### src/rtl/rrpf_pkg.sv
// Shared types and constants for the rounded rectangle pattern fill block.
package rrpf_pkg;

   localparam int COORD_IN_W  = 16;
   localparam int SCREEN_W    = 13;
   localparam int PITCH_W     = 14;
   localparam int PATTERN_W   = 32;
   localparam int PIX_ADDR_W  = 25;
   localparam int CSR_INDEX_W = 3;
   localparam int CSR_DATA_W  = 32;

   localparam logic OP_LOAD = 1'b0;
   localparam logic OP_STEP = 1'b1;

   localparam logic [CSR_INDEX_W-1:0] CSR_SCREEN_WIDTH  = 3'd0;
   localparam logic [CSR_INDEX_W-1:0] CSR_SCREEN_HEIGHT = 3'd1;
   localparam logic [CSR_INDEX_W-1:0] CSR_ROW_PITCH     = 3'd2;
   localparam logic [CSR_INDEX_W-1:0] CSR_PATTERN_UPPER = 3'd3;
   localparam logic [CSR_INDEX_W-1:0] CSR_PATTERN_LOWER = 3'd4;

   localparam logic [SCREEN_W-1:0] SCREEN_WIDTH_RESET  = 13'd640;
   localparam logic [SCREEN_W-1:0] SCREEN_HEIGHT_RESET = 13'd480;
   localparam logic [PITCH_W-1:0]  ROW_PITCH_RESET     = 14'd640;

   typedef struct packed {
      logic                          operation;
      logic signed [COORD_IN_W-1:0]  rect_left;
      logic signed [COORD_IN_W-1:0]  rect_top;
      logic signed [COORD_IN_W-1:0]  rect_right;
      logic signed [COORD_IN_W-1:0]  rect_bottom;
      logic signed [COORD_IN_W-1:0]  oval_width;
   } req_type;

   typedef struct packed {
      logic                  write_valid;
      logic [PIX_ADDR_W-1:0] pixel_address;
      logic                  is_black;
      logic                  shape_done;
   } rsp_type;

   typedef struct packed {
      logic [SCREEN_W-1:0]  screen_width;
      logic [SCREEN_W-1:0]  screen_height;
      logic [PITCH_W-1:0]   row_pitch_pixels;
      logic [PATTERN_W-1:0] pattern_rows_upper;
      logic [PATTERN_W-1:0] pattern_rows_lower;
   } cfg_type;

endpackage

### src/rtl/rrpf_csr.sv
// Configuration register file of the pattern fill block.
module rrpf_csr (
   input  logic                                 clock,
   input  logic                                 reset,
   input  logic                                 csr_valid,
   output logic                                 csr_ready,
   input  logic [rrpf_pkg::CSR_INDEX_W-1:0]     csr_index,
   input  logic [rrpf_pkg::CSR_DATA_W-1:0]      csr_wdata,
   output rrpf_pkg::cfg_type                    cfg
);

   rrpf_pkg::cfg_type cfg_ff;
   rrpf_pkg::cfg_type cfg_in;

   assign csr_ready = 1'b1;
   assign cfg       = cfg_ff;

   always_comb begin
      cfg_in = cfg_ff;
      if (csr_valid) begin
         case (csr_index)
            rrpf_pkg::CSR_SCREEN_WIDTH: begin
               cfg_in.screen_width = csr_wdata[rrpf_pkg::SCREEN_W-1:0];
            end
            rrpf_pkg::CSR_SCREEN_HEIGHT: begin
               cfg_in.screen_height = csr_wdata[rrpf_pkg::SCREEN_W-1:0];
            end
            rrpf_pkg::CSR_ROW_PITCH: begin
               cfg_in.row_pitch_pixels = csr_wdata[rrpf_pkg::PITCH_W-1:0];
            end
            rrpf_pkg::CSR_PATTERN_UPPER: begin
               cfg_in.pattern_rows_upper = csr_wdata[rrpf_pkg::PATTERN_W-1:0];
            end
            rrpf_pkg::CSR_PATTERN_LOWER: begin
               cfg_in.pattern_rows_lower = csr_wdata[rrpf_pkg::PATTERN_W-1:0];
            end
            default: begin
               cfg_in = cfg_ff;
            end
         endcase
      end
   end

   always_ff @(posedge clock) begin
      if (reset) begin
         cfg_ff.screen_width       <= rrpf_pkg::SCREEN_WIDTH_RESET;
         cfg_ff.screen_height      <= rrpf_pkg::SCREEN_HEIGHT_RESET;
         cfg_ff.row_pitch_pixels   <= rrpf_pkg::ROW_PITCH_RESET;
         cfg_ff.pattern_rows_upper <= '0;
         cfg_ff.pattern_rows_lower <= '0;
      end else begin
         cfg_ff <= cfg_in;
      end
   end

endmodule

### src/rtl/rrpf_front.sv
// Front end: rectangle clipping, corner radius and the raster cursor.
module rrpf_front #(
   parameter int MAX_DIM = 4096,
   parameter int CW      = 13,
   parameter int EW      = 65
) (
   input  logic                 clock,
   input  logic                 reset,
   input  logic                 push,
   input  rrpf_pkg::req_type    req,
   input  rrpf_pkg::cfg_type    cfg,
   output logic [EW-1:0]        entry
);

   localparam int RW = CW - 1;

   typedef struct packed {
      logic          has_pix;
      logic          done;
      logic          in_corner;
      logic [RW-1:0] dx;
      logic [RW-1:0] dy;
      logic [RW-1:0] rad;
      logic [CW-1:0] x;
      logic [CW-1:0] y;
   } entry_type;

   logic          busy_ff, busy_in;
   logic [CW-1:0] cursor_x_ff, cursor_x_in;
   logic [CW-1:0] cursor_y_ff, cursor_y_in;
   logic [CW-1:0] clip_left_ff, clip_left_in;
   logic [CW-1:0] clip_top_ff, clip_top_in;
   logic [CW-1:0] clip_right_ff, clip_right_in;
   logic [CW-1:0] clip_bottom_ff, clip_bottom_in;
   logic [RW-1:0] radius_ff, radius_in;

   // Load path
   logic [CW-1:0]        sw_eff, sh_eff;
   logic signed [16:0]   l17, t17, r17, b17, sw17, sh17, rc17, bc17;
   logic                 empty;
   logic [CW-1:0]        width_c, height_c;
   logic [15:0]          rad_req, half_w, half_h, rad_a, rad_b;

   // Step path
   logic [CW-1:0] left_edge, top_edge, right_edge, bottom_edge;
   logic          cx, rx, ty, by;
   logic [CW-1:0] x_next, y_next;
   entry_type     ent;

   always_comb begin
      sw_eff = (32'(cfg.screen_width) > 32'(MAX_DIM)) ? CW'(MAX_DIM)
                                                     : CW'(cfg.screen_width);
      sh_eff = (32'(cfg.screen_height) > 32'(MAX_DIM)) ? CW'(MAX_DIM)
                                                      : CW'(cfg.screen_height);
      sw17 = signed'(17'(sw_eff));
      sh17 = signed'(17'(sh_eff));
      l17  = req.rect_left[15] ? 17'sd0 : 17'(req.rect_left);
      t17  = req.rect_top[15]  ? 17'sd0 : 17'(req.rect_top);
      r17  = 17'(req.rect_right);
      b17  = 17'(req.rect_bottom);
      rc17 = (r17 > sw17) ? sw17 : r17;
      bc17 = (b17 > sh17) ? sh17 : b17;
      empty = (l17 >= rc17) || (t17 >= bc17);
      width_c  = CW'(rc17 - l17);
      height_c = CW'(bc17 - t17);
      half_w   = 16'(width_c >> 1);
      half_h   = 16'(height_c >> 1);
      rad_req  = req.oval_width[15] ? 16'd0 : {1'b0, req.oval_width[15:1]};
      rad_a    = (rad_req > half_w) ? half_w : rad_req;
      rad_b    = (rad_a > half_h) ? half_h : rad_a;
   end

   always_comb begin
      left_edge   = clip_left_ff + CW'(radius_ff);
      top_edge    = clip_top_ff + CW'(radius_ff);
      right_edge  = clip_right_ff - CW'(radius_ff);
      bottom_edge = clip_bottom_ff - CW'(radius_ff);
      cx = cursor_x_ff < left_edge;
      rx = cursor_x_ff >= right_edge;
      ty = cursor_y_ff < top_edge;
      by = cursor_y_ff >= bottom_edge;
      x_next = cursor_x_ff + CW'(1);
      y_next = cursor_y_ff + CW'(1);
   end

   always_comb begin
      busy_in        = busy_ff;
      cursor_x_in    = cursor_x_ff;
      cursor_y_in    = cursor_y_ff;
      clip_left_in   = clip_left_ff;
      clip_top_in    = clip_top_ff;
      clip_right_in  = clip_right_ff;
      clip_bottom_in = clip_bottom_ff;
      radius_in      = radius_ff;

      ent.has_pix   = 1'b0;
      ent.done      = 1'b0;
      ent.in_corner = (cx | rx) & (ty | by);
      ent.dx        = cx ? RW'(left_edge - cursor_x_ff)
                         : RW'(cursor_x_ff - right_edge + CW'(1));
      ent.dy        = ty ? RW'(top_edge - cursor_y_ff)
                         : RW'(cursor_y_ff - bottom_edge + CW'(1));
      ent.rad       = radius_ff;
      ent.x         = cursor_x_ff;
      ent.y         = cursor_y_ff;

      if (push) begin
         if (req.operation == rrpf_pkg::OP_LOAD) begin
            ent.done = empty;
            if (empty) begin
               busy_in = 1'b0;
            end else begin
               busy_in        = 1'b1;
               clip_left_in   = CW'(l17);
               clip_top_in    = CW'(t17);
               clip_right_in  = CW'(rc17);
               clip_bottom_in = CW'(bc17);
               radius_in      = RW'(rad_b);
               cursor_x_in    = CW'(l17);
               cursor_y_in    = CW'(t17);
            end
         end else if (!busy_ff) begin
            ent.done = 1'b1;
         end else begin
            ent.has_pix = 1'b1;
            if (x_next >= clip_right_ff) begin
               if (y_next >= clip_bottom_ff) begin
                  ent.done = 1'b1;
                  busy_in  = 1'b0;
               end else begin
                  cursor_x_in = clip_left_ff;
                  cursor_y_in = y_next;
               end
            end else begin
               cursor_x_in = x_next;
            end
         end
      end
   end

   assign entry = EW'(ent);

   always_ff @(posedge clock) begin
      if (reset) begin
         busy_ff        <= 1'b0;
         cursor_x_ff    <= '0;
         cursor_y_ff    <= '0;
         clip_left_ff   <= '0;
         clip_top_ff    <= '0;
         clip_right_ff  <= '0;
         clip_bottom_ff <= '0;
         radius_ff      <= '0;
      end else begin
         busy_ff        <= busy_in;
         cursor_x_ff    <= cursor_x_in;
         cursor_y_ff    <= cursor_y_in;
         clip_left_ff   <= clip_left_in;
         clip_top_ff    <= clip_top_in;
         clip_right_ff  <= clip_right_in;
         clip_bottom_ff <= clip_bottom_in;
         radius_ff      <= radius_in;
      end
   end

endmodule

### src/rtl/rrpf_queue.sv
// Small first-in first-out queue between the front end and the back end.
module rrpf_queue #(
   parameter int WIDTH = 65,
   parameter int DEPTH = 4
) (
   input  logic             clock,
   input  logic             reset,
   input  logic             push,
   input  logic [WIDTH-1:0] push_data,
   input  logic             pop,
   output logic [WIDTH-1:0] pop_data,
   output logic             full,
   output logic             empty
);

   localparam int PW = (DEPTH > 1) ? $clog2(DEPTH) : 1;
   localparam int CNT_W = $clog2(DEPTH + 1);

   logic [WIDTH-1:0] slot_ff [DEPTH];
   logic [PW-1:0]    wr_ptr_ff, wr_ptr_in;
   logic [PW-1:0]    rd_ptr_ff, rd_ptr_in;
   logic [CNT_W-1:0] count_ff, count_in;

   assign full     = (count_ff == CNT_W'(DEPTH));
   assign empty    = (count_ff == '0);
   assign pop_data = slot_ff[rd_ptr_ff];

   always_comb begin
      wr_ptr_in = wr_ptr_ff;
      rd_ptr_in = rd_ptr_ff;
      count_in  = count_ff;
      if (push) begin
         wr_ptr_in = (wr_ptr_ff == PW'(DEPTH - 1)) ? '0 : wr_ptr_ff + PW'(1);
      end
      if (pop) begin
         rd_ptr_in = (rd_ptr_ff == PW'(DEPTH - 1)) ? '0 : rd_ptr_ff + PW'(1);
      end
      if (push && !pop) begin
         count_in = count_ff + CNT_W'(1);
      end else if (pop && !push) begin
         count_in = count_ff - CNT_W'(1);
      end
   end

   always_ff @(posedge clock) begin
      if (push) begin
         slot_ff[wr_ptr_ff] <= push_data;
      end
   end

   always_ff @(posedge clock) begin
      if (reset) begin
         wr_ptr_ff <= '0;
         rd_ptr_ff <= '0;
         count_ff  <= '0;
      end else begin
         wr_ptr_ff <= wr_ptr_in;
         rd_ptr_ff <= rd_ptr_in;
         count_ff  <= count_in;
      end
   end

endmodule

### src/rtl/rrpf_back.sv
// Back end: corner distance test, pixel address, pattern colour and result word.
module rrpf_back #(
   parameter int CW         = 13,
   parameter int EW         = 65,
   parameter int ADDR_WIDTH = 25
) (
   input  logic                 clock,
   input  logic                 reset,
   input  logic                 q_empty,
   input  logic [EW-1:0]        q_data,
   output logic                 q_pop,
   input  rrpf_pkg::cfg_type    cfg,
   output logic                 rsp_valid,
   input  logic                 rsp_stall,
   output rrpf_pkg::rsp_type    rsp_data
);

   localparam int RW     = CW - 1;
   localparam int SQ_W   = 2 * RW;
   localparam int PROD_W = CW + rrpf_pkg::PITCH_W;
   localparam int SUM_W  = PROD_W + 1;
   localparam int AOUT_W = rrpf_pkg::PIX_ADDR_W;
   localparam logic [SUM_W-1:0] ADDR_MASK =
      (ADDR_WIDTH >= SUM_W) ? {SUM_W{1'b1}} : SUM_W'((64'd1 << ADDR_WIDTH) - 64'd1);

   typedef struct packed {
      logic          has_pix;
      logic          done;
      logic          in_corner;
      logic [RW-1:0] dx;
      logic [RW-1:0] dy;
      logic [RW-1:0] rad;
      logic [CW-1:0] x;
      logic [CW-1:0] y;
   } entry_type;

   entry_type ent;

   // First stage: squares, row product and pattern lookup
   logic              a_valid_ff, a_valid_in;
   logic              a_has_ff, a_corner_ff, a_done_ff, a_bit_ff;
   logic [SQ_W-1:0]   a_dx2_ff, a_dy2_ff, a_r2_ff;
   logic [PROD_W-1:0] a_prod_ff;
   logic [CW-1:0]     a_x_ff;

   // Result register
   logic              rsp_valid_ff, rsp_valid_in;
   rrpf_pkg::rsp_type rsp_ff, rsp_in;

   logic              b_ready, a_ready;
   logic [2:0]        pat_row;
   logic [31:0]       pat_word;
   logic [7:0]        pat_byte;
   logic              pat_bit;
   logic [SQ_W:0]     dist2;
   logic              pix_kept;
   logic [SUM_W-1:0]  addr_full;

   assign ent     = entry_type'(q_data);
   assign b_ready = !rsp_valid_ff || !rsp_stall;
   assign a_ready = !a_valid_ff || b_ready;
   assign q_pop   = !q_empty && a_ready;

   always_comb begin
      pat_row  = ent.y[2:0];
      pat_word = pat_row[2] ? cfg.pattern_rows_lower : cfg.pattern_rows_upper;
      pat_byte = pat_word[pat_row[1:0]*8 +: 8];
      pat_bit  = pat_byte[3'd7 - ent.x[2:0]];
   end

   always_comb begin
      a_valid_in = a_valid_ff;
      if (a_ready) begin
         a_valid_in = q_pop;
      end
   end

   always_ff @(posedge clock) begin
      if (q_pop) begin
         a_has_ff    <= ent.has_pix;
         a_corner_ff <= ent.in_corner;
         a_done_ff   <= ent.done;
         a_bit_ff    <= pat_bit;
         a_dx2_ff    <= SQ_W'(ent.dx) * SQ_W'(ent.dx);
         a_dy2_ff    <= SQ_W'(ent.dy) * SQ_W'(ent.dy);
         a_r2_ff     <= SQ_W'(ent.rad) * SQ_W'(ent.rad);
         a_prod_ff   <= PROD_W'(ent.y) * PROD_W'(cfg.row_pitch_pixels);
         a_x_ff      <= ent.x;
      end
   end

   always_comb begin
      dist2     = (SQ_W + 1)'(a_dx2_ff) + (SQ_W + 1)'(a_dy2_ff);
      pix_kept  = !a_corner_ff || (dist2 <= (SQ_W + 1)'(a_r2_ff));
      addr_full = (SUM_W'(a_prod_ff) + SUM_W'(a_x_ff)) & ADDR_MASK;

      rsp_valid_in = rsp_valid_ff;
      rsp_in       = rsp_ff;
      if (b_ready) begin
         rsp_valid_in         = a_valid_ff;
         rsp_in.write_valid   = a_has_ff & pix_kept;
         rsp_in.pixel_address = (a_has_ff & pix_kept) ? AOUT_W'(addr_full) : '0;
         rsp_in.is_black      = a_has_ff & pix_kept & a_bit_ff;
         rsp_in.shape_done    = a_done_ff;
      end
   end

   always_ff @(posedge clock) begin
      rsp_ff <= rsp_in;
   end

   always_ff @(posedge clock) begin
      if (reset) begin
         a_valid_ff   <= 1'b0;
         rsp_valid_ff <= 1'b0;
      end else begin
         a_valid_ff   <= a_valid_in;
         rsp_valid_ff <= rsp_valid_in;
      end
   end

   assign rsp_valid = rsp_valid_ff;
   assign rsp_data  = rsp_ff;

endmodule

### src/rtl/rounded_rect_pattern_fill_top.sv
// Top level of the rounded rectangle pattern fill rasteriser.
//
//   Channel   Direction  Handshake            Word
//   req_      in         req_valid/req_stall  rrpf_pkg::req_type (load or step)
//   rsp_      out        rsp_valid/rsp_stall  rrpf_pkg::rsp_type (one per request)
//   csr_      in         csr_valid/csr_ready  register index and 32-bit data
//
// A request word is taken at every edge where the queue has room, so words may
// follow back to back; its response word passes through the queue slot, the squaring
// stage and the result register, and is held there while rsp_stall is high.
// Clipping and the cursor settle in the cycle of acceptance, so a step may follow a load.
// Reset clears the scan state and pipeline flags and restores 640 by 480, pitch 640.
// A response stall fills the four-entry queue; req_stall then rises until a word drains.
module rounded_rect_pattern_fill_top #(
   parameter int MAX_DIM    = 4096,
   parameter int ADDR_WIDTH = 25
) (
   input  logic                              clock,
   input  logic                              reset,
   input  logic                              req_valid,
   output logic                              req_stall,
   input  rrpf_pkg::req_type                 req_data,
   output logic                              rsp_valid,
   input  logic                              rsp_stall,
   output rrpf_pkg::rsp_type                 rsp_data,
   input  logic                              csr_valid,
   output logic                              csr_ready,
   input  logic [rrpf_pkg::CSR_INDEX_W-1:0]  csr_index,
   input  logic [rrpf_pkg::CSR_DATA_W-1:0]   csr_wdata
);

   // Coordinates hold values up to MAX_DIM itself, since the right and bottom
   // clip bounds are exclusive. The corner radius never exceeds half of that.
   localparam int CW         = $clog2(MAX_DIM + 1);
   localparam int RW         = CW - 1;
   localparam int EW         = 3 + 3 * RW + 2 * CW;
   localparam int QUEUE_DEPTH = 4;

   rrpf_pkg::cfg_type cfg;
   logic              push, q_full, q_empty, q_pop;
   logic [EW-1:0]     front_entry, q_data;

   rrpf_csr u_csr (
      .clock     (clock),
      .reset     (reset),
      .csr_valid (csr_valid),
      .csr_ready (csr_ready),
      .csr_index (csr_index),
      .csr_wdata (csr_wdata),
      .cfg       (cfg)
   );

   // A request is taken whenever the queue can hold its decoded word.
   assign req_stall = q_full;
   assign push      = req_valid && !q_full;

   rrpf_front #(
      .MAX_DIM (MAX_DIM),
      .CW      (CW),
      .EW      (EW)
   ) u_front (
      .clock (clock),
      .reset (reset),
      .push  (push),
      .req   (req_data),
      .cfg   (cfg),
      .entry (front_entry)
   );

   rrpf_queue #(
      .WIDTH (EW),
      .DEPTH (QUEUE_DEPTH)
   ) u_queue (
      .clock     (clock),
      .reset     (reset),
      .push      (push),
      .push_data (front_entry),
      .pop       (q_pop),
      .pop_data  (q_data),
      .full      (q_full),
      .empty     (q_empty)
   );

   // The back end reads the pitch and pattern straight from the registers;
   // these must only change while no word is in flight, which the block does not enforce.
   rrpf_back #(
      .CW         (CW),
      .EW         (EW),
      .ADDR_WIDTH (ADDR_WIDTH)
   ) u_back (
      .clock     (clock),
      .reset     (reset),
      .q_empty   (q_empty),
      .q_data    (q_data),
      .q_pop     (q_pop),
      .cfg       (cfg),
      .rsp_valid (rsp_valid),
      .rsp_stall (rsp_stall),
      .rsp_data  (rsp_data)
   );

endmodule
### config.mk
export PLATFORM = sky130hd
export DESIGN_NAME = rounded_rect_pattern_fill_top
export DESIGN_NICKNAME = d
export VERILOG_FILES = /design/src/rtl/rrpf_pkg.sv /design/src/rtl/rrpf_csr.sv /design/src/rtl/rrpf_front.sv /design/src/rtl/rrpf_queue.sv /design/src/rtl/rrpf_back.sv /design/src/rtl/rounded_rect_pattern_fill_top.sv
export SDC_FILE = /design/constraint.sdc
export NUM_CORES = 2
export LEC_CHECK = 0
export BUFFER_PORTS_ARGS = -buffer_cell sky130_fd_sc_hd__buf_4
export CAP_MARGIN = 20
export CELL_PAD_IN_SITES_DETAIL_PLACEMENT = 2
export CELL_PAD_IN_SITES_GLOBAL_PLACEMENT = 2
export CORE_ASPECT_RATIO = 0.75
export CORE_MARGIN = 2
export CORE_UTILIZATION = 43
export CTS_BUF_LIST = sky130_fd_sc_hd__clkbuf_16
export DETAILED_ROUTE_END_ITERATION = 12
export GPL_TIMING_DRIVEN = 0
export PLACE_DENSITY_LB_ADDON = 0.3
export SYNTH_ARGS = -nofsm -noshare
export SYNTH_HDL_FRONTEND = slang
export SYNTH_HIERARCHICAL = 1
export SYNTH_SLANG_ARGS = --single-unit
export TNS_END_PERCENT = 5
### constraint.sdc
create_clock -name clock -period 10.6 [get_ports clock]
set_clock_uncertainty 0.05 [all_clocks]
set_input_delay 2.12 -clock clock [delete_from_list [all_inputs] [get_ports clock]]
set_output_delay 2.12 -clock clock [all_outputs]
set_load 0.02 [all_outputs]
==> results list <==
- Counting flops and latches in the post-synthesis netlist gives roughly 610.
* Fin nets: 6488
- Synth Flop Type: sky130_fd_sc_hd__edfxtp_1
* Critical path capture point type: flip-flop
* Half-perimeter wire length after detailed placement: roughly 150 mm
- At the end of routability-driven placement, the weighted congestion stood at a little under 0.9.
- Leaving out filler cells and counting taps, the final layout contains about 7100.
- The initial utilization of the core area, before any placement, comes to 43.35%.
* Achievable Freq: roughly 0.099 GHz
- Required time reported for the critical path endpoint: roughly 11 ns
- Summed over all layers, the global routing overflow is 0.
- Synth Area per Inst: just over 10 um^2
- Worst setup path start: req_data[33]
* Drc violations: 0
- For this run, the register share of the synthesized area comes to between 30% and 40%.
* Number of cells after detailed placement: about 7000
* Net count after synthesis: between 6000 and 7000
- Cells after synthesis: roughly 5200
* Root buffer selected by CTS: sky130_fd_sc_hd__clkbuf_16
- Die Height: 308.0 um
* Path category of the worst min-delay check: reg2reg
- Setup-violating endpoint count in the final report: 0
* Share of async-settable or async-resettable flops after synthesis: 0%
- The count of endpoints failing hold in the final timing report came to 0.
- Summed over all failing endpoints, the final setup total negative slack is 0 ns.
* Synthesis warning total: 6
- The number of global-route vias before repair was roughly 47000.
- Buffers on Ports: 149
- Buffers added to address setup during post-CTS repair amount to 0.
- TritonCTS built the clock tree.
- Max-cap violations in this run came to 0.
- After the first detailed-routing iteration, the DRC count stood at 3319.
* Crit Path Category: in2reg
- Total routing usage reported by global routing: 31.98%
* First-pass iteration count of the detailed router: 5
- Hold wc startpoint: u_front/clip_top_ff[0]$_SDFFE_PP0P_
- Antenna violations before repair: 6
* CTS sink count: just over 600
- Number of antenna-violating nets in the routed design: 0
- Leaving out fill and tap cells, the most frequent cell in the layout is sky130_fd_sc_hd__inv_1.
- Row count: around 110
- Tightest slew margin relative to the limit: between 20% and 30%
- Summing every instance area after synthesis gives around 0.053 mm^2.
- Highest-count cells in the layout ignoring fill and taps: sky130_fd_sc_hd__inv_1 (909), sky130_fd_sc_hd__ha_1 (581), sky130_fd_sc_hd__edfxtp_1 (399), sky130_fd_sc_hd__fa_1 (397), sky130_fd_sc_hd__nand2_1 (368)
- Die width: 409.3 um
* Largest stage delay on the critical path: 0.46 ns
- Level count of the clock H-tree: 3
- Average detailed-routed wire length per instance: between 20 and 30 um
- For this design, the slowest cell found on the critical path is sky130_fd_sc_hd__mux2i_1.
- Max Buffers Root-to-Sink: 3
* I/O pin count: approximately 150
- Highest net fanout along the worst path: 10
- Min cycle time layout: 10.11 ns
- Kind of start point of the critical path: primary input
* Fraction of final layout cells with drive strength greater than 1: 9.104%
* Layout area overhead: 11.17%
- Pin count of the biggest net entering global routing: 59
* Status: finished, final reports clean
* Die footprint: around 0.13 mm^2
- After clock tree synthesis, the clock-pin slew on the worst setup and hold paths is ~0.070 ns.
- After floorplanning, the core was sized to cover approximately 0.12 mm^2.
- Number of enable flip-flop cells after synthesis: approximately 400
* Overall routed net length: approximately 200 mm
* Detail-routed via count per cell: between 5 and 6
- Number of CTS-inserted buffers: 72
- At the later pin of the worst-skew pair, clock insertion delay measures ~0.70 ns.
- Vias post-DR: 40710
* Least-Margin Pin Slew: about 1.2 ns
- RSZ-0062 raised after global routing: false
- Count of distinct cell types in the synthesized netlist: 91
- First-pass GRT wire length: 303.5 mm
* Final worst-path cycle share: a little over nine tenths
- Reg-to-Reg Start: u_csr/cfg[103]$_SDFFE_PP0P_
- The count of final max-slew check failures came to 0.
- Data arrives at the worst endpoint at 10.64 ns.
## critical path, delay by kind of cell
family	cells	cell delay (ns)
AO/OA/AOI/OAI	17	3.37
adder cells (fa/ha/maj)	5	1.56
AND/OR/NAND/NOR	8	1.21
buffers and inverters	5	1.02
multiplexers	3	0.93
XOR/XNOR	1	0.37
## synth_stat cells (148+ instances only)
| library cell | number | area [um^2] |
|---|---|---|
| sky130_fd_sc_hd__mux2i_1 | 148 | 1481 |
| sky130_fd_sc_hd__and2_1 | 212 | 1326 |
| sky130_fd_sc_hd__ha_1 | 581 | 7269 |
| sky130_fd_sc_hd__fa_1 | 397 | 7948 |
| sky130_fd_sc_hd__nand2_1 | 368 | 1381 |
| sky130_fd_sc_hd__nor2_1 | 193 | 724.4 |
| sky130_fd_sc_hd__a21oi_1 | 205 | 1026 |
| sky130_fd_sc_hd__edfxtp_1 | 399 | 11980 |
| sky130_fd_sc_hd__nand2b_1 | 175 | 1095 |
| sky130_fd_sc_hd__dfxtp_1 | 206 | 4124 |
| sky130_fd_sc_hd__xnor2_1 | 172 | 1506 |
| sky130_fd_sc_hd__inv_1 | 897 | 3367 |
## final timing paths
check	end	depth (start not counted)	slack, ns
worst max-delay path	u_front/radius_ff[7]$_SDFFE_PP0P_	39	0.49
worst min register to register	u_front/clip_top_ff[0]$_SDFFE_PP0P_	2	0.43
worst max register to register	u_front/radius_ff[7]$_SDFFE_PP0P_	41	0.88
worst min-delay path	u_front/clip_top_ff[0]$_SDFFE_PP0P_	2	0.43
## routing by layer
| metal | vias to the layer above | global-route usage, % | wire [um] |
|---|---|---|---|
| met1 | 21250 | 42.13 | 86390 |
| li1 | 17720 | - | - |
| met2 | 1344 | 53.87 | 96110 |
| met3 | 394 | 5.356 | 11890 |
| met4 | 4 | 9.747 | 6268 |
| met5 | - | 0 | 21 |
## registers in the layout, indices dropped and copies added (netlist names), 23 cells and up, named ones only
name              cells
u_csr/cfg           104
u_back/a_prod_ff     25
u_back/a_r2_ff       23
u_back/a_dy2_ff      23
u_back/a_dx2_ff      23
u_back/rsp_data      28
u_queue/slot_ff     260
## repair_timing
item	4_1_cts	5_1_grt
gates cloned	0	0
hold buffers	0	0
setup endpoints to repair	4	12
resized for setup	1	6
## metrics by stage
step / hold slack, ns / area [um^2] / setup WS (ns) / util [%]
floorplan: 0.3503 / 52980 / 1.070 / -
global placement: 0.3789 / 56150 / -3.763 / 45.94
detailed placement: 0.4115 / 56400 / -0.8055 / 46.15
CTS: 0.4226 / 58850 / 0.09429 / 48.15
global route: 0.4393 / 58890 / 0.06098 / 48.18
finish: 0.4265 / 58900 / 0.4902 / 48.19
## final cells by class
cell class | count | area [um^2]
fill | 12720 | 63320
multi-input combinational | 3478 | 32720
sequential | 605 | 16110
inverter | 898 | 3371
tap | 1638 | 2049
clock buffer | 75 | 1877
timing repair buffer | 159 | 1379
buffer | 175 | 827.0
clock inverter | 58 | 560.5
antenna | 3 | 7.507
## cells by family after synthesis
kind of cell | count (synthesis) | synth area share (%)
and+or+nand+nor | 1272 | 12.46
DFF | 605 | 30.40
muxes | 281 | 7.458
buffers and inverters | 1073 | 7.919
other | 1 | 0.007079
xor gates and xnor gates | 256 | 4.232
adders and majority gates | 978 | 28.72
AOI/OAI and AO/OA | 690 | 8.798
Power is not shown: default switching activity piles up to over one toggle a cycle in this logic, so the estimate is an artifact.
